$ cat config.mk
export PLATFORM = sky130hd
export DESIGN_NAME = hex_text_profile_decoder
export DESIGN_NICKNAME = d
export VERILOG_FILES = /design/src/rtl/htpd_pkg.sv /design/src/rtl/htpd_step.sv /design/src/rtl/hex_text_profile_decoder.sv
export SDC_FILE = /design/constraint.sdc
export NUM_CORES = 1
export LEC_CHECK = 0
export BUFFER_PORTS_ARGS = -buffer_cell sky130_fd_sc_hd__buf_4
export CAP_MARGIN = 20
export CORE_ASPECT_RATIO = 1.4
export CORE_MARGIN = 2
export CORE_UTILIZATION = 29
export DETAILED_ROUTE_END_ITERATION = 8
export SETUP_SLACK_MARGIN = 0.2
export SYNTH_ARGS = -nofsm -noshare
export SYNTH_HDL_FRONTEND = slang
export SYNTH_SLANG_ARGS = --single-unit
$ cat constraint.sdc
create_clock -name clk -period 5.41 [get_ports clk]
set_input_delay 0.8115 -clock clk [delete_from_list [all_inputs] [get_ports clk]]
set_output_delay 0.8115 -clock clk [all_outputs]
set_load 0.05 [all_outputs]
$ cat src/rtl/htpd_pkg.sv
// Types, constants and character codes of the hex text profile decoder.
package htpd_pkg;

    localparam int LENGTH_BITS = 24;
    localparam int NIBBLE_BITS = LENGTH_BITS + 1;
    localparam int DECL_W      = 24;

    localparam logic [LENGTH_BITS-1:0] COUNT_MAX = {LENGTH_BITS{1'b1}};

    localparam logic [7:0] CHAR_NUL   = 8'h00;
    localparam logic [7:0] CHAR_NL    = 8'h0a;
    localparam logic [7:0] CHAR_SPACE = 8'h20;
    localparam logic [7:0] CHAR_0     = 8'h30;
    localparam logic [7:0] CHAR_9     = 8'h39;
    localparam logic [7:0] CHAR_A     = 8'h61;
    localparam logic [7:0] CHAR_F     = 8'h66;

    localparam logic [1:0] KIND_BYTE  = 2'd0;
    localparam logic [1:0] KIND_LEN   = 2'd1;
    localparam logic [1:0] KIND_ZERO  = 2'd2;
    localparam logic [1:0] KIND_EMPTY = 2'd3;

    typedef enum logic [2:0] {
        PH_IDLE     = 3'd0,
        PH_SEEK_NL  = 3'd1,
        PH_SKIP_WS  = 3'd2,
        PH_DIGITS   = 3'd3,
        PH_SEEK_SEP = 3'd4,
        PH_HEX      = 3'd5
    } phase_t;

    typedef struct packed {
        logic [7:0] text_char;
        logic       start_req;
    } in_item_t;

    typedef struct packed {
        logic [1:0]        kind;
        logic [7:0]        data_byte;
        logic [DECL_W-1:0] declared_length;
        logic              last;
    } out_item_t;

    typedef struct packed {
        phase_t                  phase;
        logic [LENGTH_BITS-1:0]  byte_count;
        logic [NIBBLE_BITS-1:0]  nibbles_left;
        logic [3:0]              high_nibble;
        logic                    odd_nibble;
    } state_t;

    typedef struct packed {
        logic      valid;
        out_item_t item;
    } step_res_t;

endpackage

$ cat src/rtl/htpd_step.sv
// One-character state update of the profile decoder: next state and optional result.
module htpd_step
(
    input  htpd_pkg::state_t    cur,
    input  htpd_pkg::in_item_t  ch,
    output htpd_pkg::state_t    nxt,
    output htpd_pkg::step_res_t res
);
    import htpd_pkg::*;

    localparam int CW = LENGTH_BITS + 4;

    logic [7:0]             c;
    logic                   is_nul;
    logic                   is_break;
    logic                   is_dig;
    logic                   is_hexl;
    logic [3:0]             nib_val;
    logic [LENGTH_BITS-1:0] base;
    logic [CW-1:0]          prod;
    logic [LENGTH_BITS-1:0] sat;
    logic                   do_sep;
    logic [NIBBLE_BITS-1:0] nib_dec;

    assign c        = ch.text_char;
    assign is_nul   = (c == CHAR_NUL);
    assign is_break = (c == CHAR_SPACE) || (c == CHAR_NL);
    assign is_dig   = c inside {[CHAR_0:CHAR_9]};
    assign is_hexl  = c inside {[CHAR_A:CHAR_F]};
    assign nib_val  = is_dig ? c[3:0] : c[3:0] + 4'd9;

    // Count field restarts when the first non-blank arrives
    assign base = (cur.phase == PH_SKIP_WS) ? '0 : cur.byte_count;
    assign prod = (CW'(base) << 3) + (CW'(base) << 1) + CW'(c[3:0]);
    assign sat  = (|prod[CW-1:LENGTH_BITS]) ? COUNT_MAX : prod[LENGTH_BITS-1:0];

    assign nib_dec = (cur.nibbles_left != '0) ? cur.nibbles_left - NIBBLE_BITS'(1)
                                              : cur.nibbles_left;

    always_comb
    begin
        nxt    = cur;
        res    = '0;
        do_sep = 1'b0;
        if (ch.start_req)
        begin
            nxt.phase        = PH_SEEK_NL;
            nxt.byte_count   = '0;
            nxt.nibbles_left = '0;
            nxt.high_nibble  = '0;
            nxt.odd_nibble   = 1'b0;
        end
        else
        begin
            case (cur.phase)
                PH_SEEK_NL:
                begin
                    if (is_nul)
                    begin
                        nxt.phase     = PH_IDLE;
                        res.valid     = 1'b1;
                        res.item.kind = KIND_EMPTY;
                    end
                    else if (c == CHAR_NL)
                    begin
                        nxt.phase = PH_SKIP_WS;
                    end
                end
                PH_SKIP_WS:
                begin
                    if (!(is_nul || is_break))
                    begin
                        nxt.byte_count = '0;
                        if (is_dig)
                        begin
                            nxt.byte_count = sat;
                            nxt.phase      = PH_DIGITS;
                        end
                        else
                        begin
                            do_sep = 1'b1;
                        end
                    end
                end
                PH_DIGITS:
                begin
                    if (is_dig)
                    begin
                        nxt.byte_count = sat;
                    end
                    else
                    begin
                        do_sep = 1'b1;
                    end
                end
                PH_SEEK_SEP:
                begin
                    do_sep = 1'b1;
                end
                PH_HEX:
                begin
                    if (is_nul)
                    begin
                        nxt.phase     = PH_IDLE;
                        res.valid     = 1'b1;
                        res.item.kind = KIND_EMPTY;
                    end
                    else if (is_dig || is_hexl)
                    begin
                        nxt.nibbles_left = nib_dec;
                        if (!cur.odd_nibble)
                        begin
                            nxt.high_nibble = nib_val;
                            nxt.odd_nibble  = 1'b1;
                        end
                        else
                        begin
                            nxt.odd_nibble     = 1'b0;
                            res.valid          = 1'b1;
                            res.item.kind      = KIND_BYTE;
                            res.item.data_byte = {cur.high_nibble, nib_val};
                            res.item.last      = (nib_dec == '0);
                            if (nib_dec == '0)
                            begin
                                nxt.phase = PH_IDLE;
                            end
                        end
                    end
                end
                default:
                begin
                    nxt = cur;
                end
            endcase

            // Separator handling, also reached with the character that ended the digits
            if (do_sep)
            begin
                if (is_nul)
                begin
                    nxt.phase     = PH_IDLE;
                    res.valid     = 1'b1;
                    res.item.kind = KIND_EMPTY;
                end
                else if (is_break)
                begin
                    res.valid = 1'b1;
                    if (nxt.byte_count == '0)
                    begin
                        nxt.phase     = PH_IDLE;
                        res.item.kind = KIND_ZERO;
                    end
                    else
                    begin
                        nxt.phase                = PH_HEX;
                        nxt.nibbles_left         = {nxt.byte_count, 1'b0};
                        nxt.odd_nibble           = 1'b0;
                        nxt.high_nibble          = '0;
                        res.item.kind            = KIND_LEN;
                        res.item.declared_length = DECL_W'(nxt.byte_count);
                    end
                end
                else
                begin
                    nxt.phase = PH_SEEK_SEP;
                end
            end
        end
    end

endmodule

$ cat src/rtl/hex_text_profile_decoder.sv
// Hex text profile decoder, top level: decoder state and result register.
// Takes one character per cycle and gives at most one result per character. Each
// accepted character updates the decoder state in the same cycle, and any result
// lands in a single output register; a new character is taken whenever that
// register is empty or is being read in the same cycle, so with out_ready held
// high the block runs at one character per clock, with each result registered.
// A character with start_req set begins a new profile and gives no result.
module hex_text_profile_decoder
(
    input  logic                clk,
    input  logic                rst_n,
    input  logic                in_valid,
    output logic                in_ready,
    input  htpd_pkg::in_item_t  in_data,
    output logic                out_valid,
    input  logic                out_ready,
    output htpd_pkg::out_item_t out_data
);
    import htpd_pkg::*;

    state_t    state_reg;
    state_t    state_next;
    step_res_t step_res;
    logic      out_valid_reg;
    out_item_t out_data_reg;
    logic      in_fire;

    assign in_ready = !out_valid_reg || out_ready;
    assign in_fire  = in_valid && in_ready;

    htpd_step u_step
    (
        .cur (state_reg),
        .ch  (in_data),
        .nxt (state_next),
        .res (step_res)
    );

    always_ff @(posedge clk or negedge rst_n)
    begin
        if (!rst_n)
        begin
            state_reg.phase        <= PH_IDLE;
            state_reg.byte_count   <= '0;
            state_reg.nibbles_left <= '0;
            state_reg.high_nibble  <= '0;
            state_reg.odd_nibble   <= 1'b0;
            out_valid_reg          <= 1'b0;
        end
        else
        begin
            if (in_fire)
            begin
                state_reg <= state_next;
            end
            // Load a new result, or drop the one just taken
            if (in_fire && step_res.valid)
            begin
                out_valid_reg <= 1'b1;
            end
            else if (out_ready)
            begin
                out_valid_reg <= 1'b0;
            end
        end
    end

    always_ff @(posedge clk)
    begin
        if (in_fire && step_res.valid)
        begin
            out_data_reg <= step_res.item;
        end
    end

    assign out_valid = out_valid_reg;
    assign out_data  = out_data_reg;

endmodule

==> run metrics <==
Synth cell types 89; Primary FF master, synth dfrtp_1; Mapped Area 7550 µm²; Max Freq between 150 and 200 MHz; Antenna Nets Post-Route 0; Initial Util roughly 30%; DRT iter0 DRCs 542; core area between 20000 and 30000 µm²; Post-synth ARST share 62.4%; crit-path max cell delay 0.56 ns; post-route setup TNS 0 ns; run status finished clean; Area growth, synth to finish 19.4%; Worst Setup SP state_reg[54]$_DFFE_PN0P_; total grt overflow 0; CTS tree done; kind of critical path reg -> reg; Synth area leader dfrtp_1; clk_lat worst skew between 0.3 and 0.4 ns; slowest stage cell, crit path or4_4; sequential fraction of the synthesis area 33.1%; DP Area about 8400 µm²; startpoint types flip-flop; R2R setup slack 0.33 ns; Reg clk slew, reported paths 0.07 ns; total CTS buffers 9; Hold/Removal Path Class reg -> reg; Worst EP arrival approximately 5.3 ns; Worst Path Required between 5 and 6 ns; Initial DRT Pass Iterations 6; largest net degree at the start of global routing 59; die height 195 µm; worst reg2reg endpoint state_reg[11]$_DFFE_PN0P_; CP Buf/Inv Count 2; DP HPWL 19300 µm; htree depth 3; worst-margin pin slew 0.896 ns; All-Layer GR Usage 18.3%; crit path max fanout 26; max FFs per register 57; worst relative slew slack 39.8%; Leak ~3.9 nW; Die Area 27400 µm²; Tmin final 5.08 ns; Final WS setup 0.326 ns; CP delay by family, top simple AND/OR/NAND/NOR gates; Final Routed Wirelength 25400 µm; Die W 140 µm; vias in the first global route 7180; Final period util 94.0%; Critical Path End Type flip-flop; post-route DRC violation count 0; Peak VDD IR 0.155 mV; Post-synth EDFFs 35; area share of the largest cell type after synthesis 19.2%; Worst path depth 18; # diodes 0; PwrDens 237 nW/µm²; Register Area around 2500 µm²; clk buf depth 2; synth warn 0; crit path capture state_reg[11]$_DFFE_PN0P_; nets ~1000; number of synthesized register bits 93; pre-CTS setup slack 0.0456 ns; via count 7303; Final Max Slew Viols 0; Core Rows 69; share of post-route cells with drive strength above 1 16.2%; clk sinks 93; first-pass GRT wire length 39300 µm; Filler cells around 2600; top cells by area, synth dfrtp_1 19%, edfxtp_1 14%, ha_1 8.8%; area occupied by multi-input gates 4930 µm²; r2r startpoint state_reg[54]$_DFFE_PN0P_; gpl congestion 0.948; port buffer count 49; clock root cell clkbuf_16; vias per inst 5.69; Register-to-Register Path Depth 18; Hold Violations, Final 0; syn nets 972; RSZ-0062 raised after global routing false; Ports 50; Wirelength per Cell approximately 20 µm; crit-path cells or3b_1 -> buf_6 -> and2_1 -> ha_1 -> ha_4 -> nand2_1 -> or4_4 -> a311o_1 -> nand3_2 -> nor4b_4 -> nor3_4 -> and2_2 -> a32o_1 -> and4_1 -> a41o_4 -> bufbuf_16 -> a21o_1 -> a211o_1; Final Instance Area between 9000 and 10000 µm²; cells after synthesis 905; Setup Skew 0.0103 ns; Mapped Avg Cell Area between 8 and 9 µm²; antenna violations before repair 0; Max-Cap Viols 0; final setup violation count 0
==> metrics by stage <==
stage | hold slack (ns) | util (%) | total power, W | instances
global placement | 0.451 | 32.9 | 0.00149 | 1254
detailed placement | 0.458 | 32.9 | 0.00150 | 1254
floorplan | 0.441 | - | 0.00130 | 905
CTS | 0.472 | 34.3 | 0.00213 | 1272
finish | 0.466 | 35.4 | 0.00214 | 1283
global route | 0.486 | 35.4 | 0.00225 | 1283
==> layout by cell type (no fill, tap or decap), drive strengths merged, types with 4 or more instances in the layout <==
master and count:
a22oi 10, o31ai 9, o221ai 4, o22ai 11
nor3 26, nand2 127, clkinv 5, and2 37
mux2i 5, xor2 12, o21ai 56, nor2 81
nor4 12, nor3b 5, ha 53, o211ai 6
a21oi 69, buf 93, or3 8, nor2b 14
a211oi 6, inv 23, or4 6, o2111ai 5
nand4 13, edfxtp 35, a21o 15, nand2b 10
xnor2 16, a31oi 11, a21boi 4, nand3 26
o31a 7, clkbuf 10, o21a 4, dfrtp 58
a211o 5
==> cell type report <==
cell class	count	share of cell area, %
clock buffer	9	2.50
timing repair buffer	95	9.06
clock inverter	7	0.722
multi-input combinational	738	54.6
sequential	93	27.8
inverter	22	0.916
tap	319	4.43
==> timing repair <==
| item | CTS | global route |
|---|---|---|
| buffers inserted | 1 | 9 |
| pin swaps | 1 | 4 |
| hold buffers | 0 | 0 |
| gates resized for setup | 6 | 29 |
| endpoints found under the setup margin | 49 | 58 |
| gates cloned | 1 | 1 |
==> cells by family after synthesis <==
logic type,share of synthesized area [%]
AO/OA/AOI/OAI,24.0
flip-flops,33.1
AND/OR/NAND/NOR,25.3
adder cells (fa/ha/maj),9.04
XOR/XNOR,3.25
multiplexers,1.11
buffers and inverters,4.16
==> worst min-delay path by stage <==
stage / cells after the start / startpoint / slack, ns / endpoint
after floorplan: 1 / state_reg[1]$_DFFE_PN0P_ / 0.44 / state_reg[1]$_DFFE_PN0P_
after global placement: 1 / state_reg[1]$_DFFE_PN0P_ / 0.45 / state_reg[1]$_DFFE_PN0P_
after detailed placement: 1 / state_reg[4]$_DFFE_PN0P_ / 0.46 / state_reg[4]$_DFFE_PN0P_
after CTS: 1 / state_reg[3]$_DFFE_PN0P_ / 0.47 / state_reg[3]$_DFFE_PN0P_
after global routing: 1 / state_reg[3]$_DFFE_PN0P_ / 0.49 / state_reg[3]$_DFFE_PN0P_
final: 1 / state_reg[4]$_DFFE_PN0P_ / 0.47 / state_reg[4]$_DFFE_PN0P_
==> power by group <==
group,switching (W),total (W),internal [W]
clock,0.000273,0.000629,0.000356
combinational,0.000449,0.000703,0.000254
sequential,0.0000481,0.000808,0.000760
total,0.000770,0.00214,0.00137
==> cell usage after synthesis (5+ instances only) <==
library cell and count:
nand2_1 126, nor2_1 81, a21oi_1 69, dfrtp_1 58, ha_1 53, o21ai_0 47, and2_1 36, clkbuf_1 35
edfxtp_1 35, nand3_1 25, nor3_1 24, inv_1 22, xnor2_1 16, a21o_1 15, buf_2 14, nor2b_1 14
nand4_1 13, xor2_1 12, a31oi_1 11, nor4_1 11, o22ai_1 11, a22oi_1 10, nand2b_1 10, o21ai_1 9
o31ai_1 9, o31a_1 7, or3_1 7, a211oi_1 6, o211ai_1 6, or4_1 6, a211o_1 5, mux2i_1 5
nor3b_1 5, o2111ai_1 5
==> worst register-to-register path: stages (launching register included) <==
cell       delay [ns]
dfrtp_1          0.37
or3b_1           0.39
buf_6            0.18
and2_1           0.19
ha_1             0.33
ha_4             0.32
nand2_1          0.12
or4_4            0.56
a311o_1          0.35
nand3_2          0.10
nor4b_4          0.27
nor3_4           0.11
and2_2           0.23
a32o_1           0.22
and4_1           0.23
a41o_4           0.25
bufbuf_16        0.30
a21o_1           0.16
a211o_1          0.29
==> metal layers <==
layer,share of wire (%),GRT usage [%]
met3,3.6,1.64
met1,38,20.5
met5,0,0
met2,53,33.5
met4,5.8,10.5
Power figures use the tool's default switching activity.
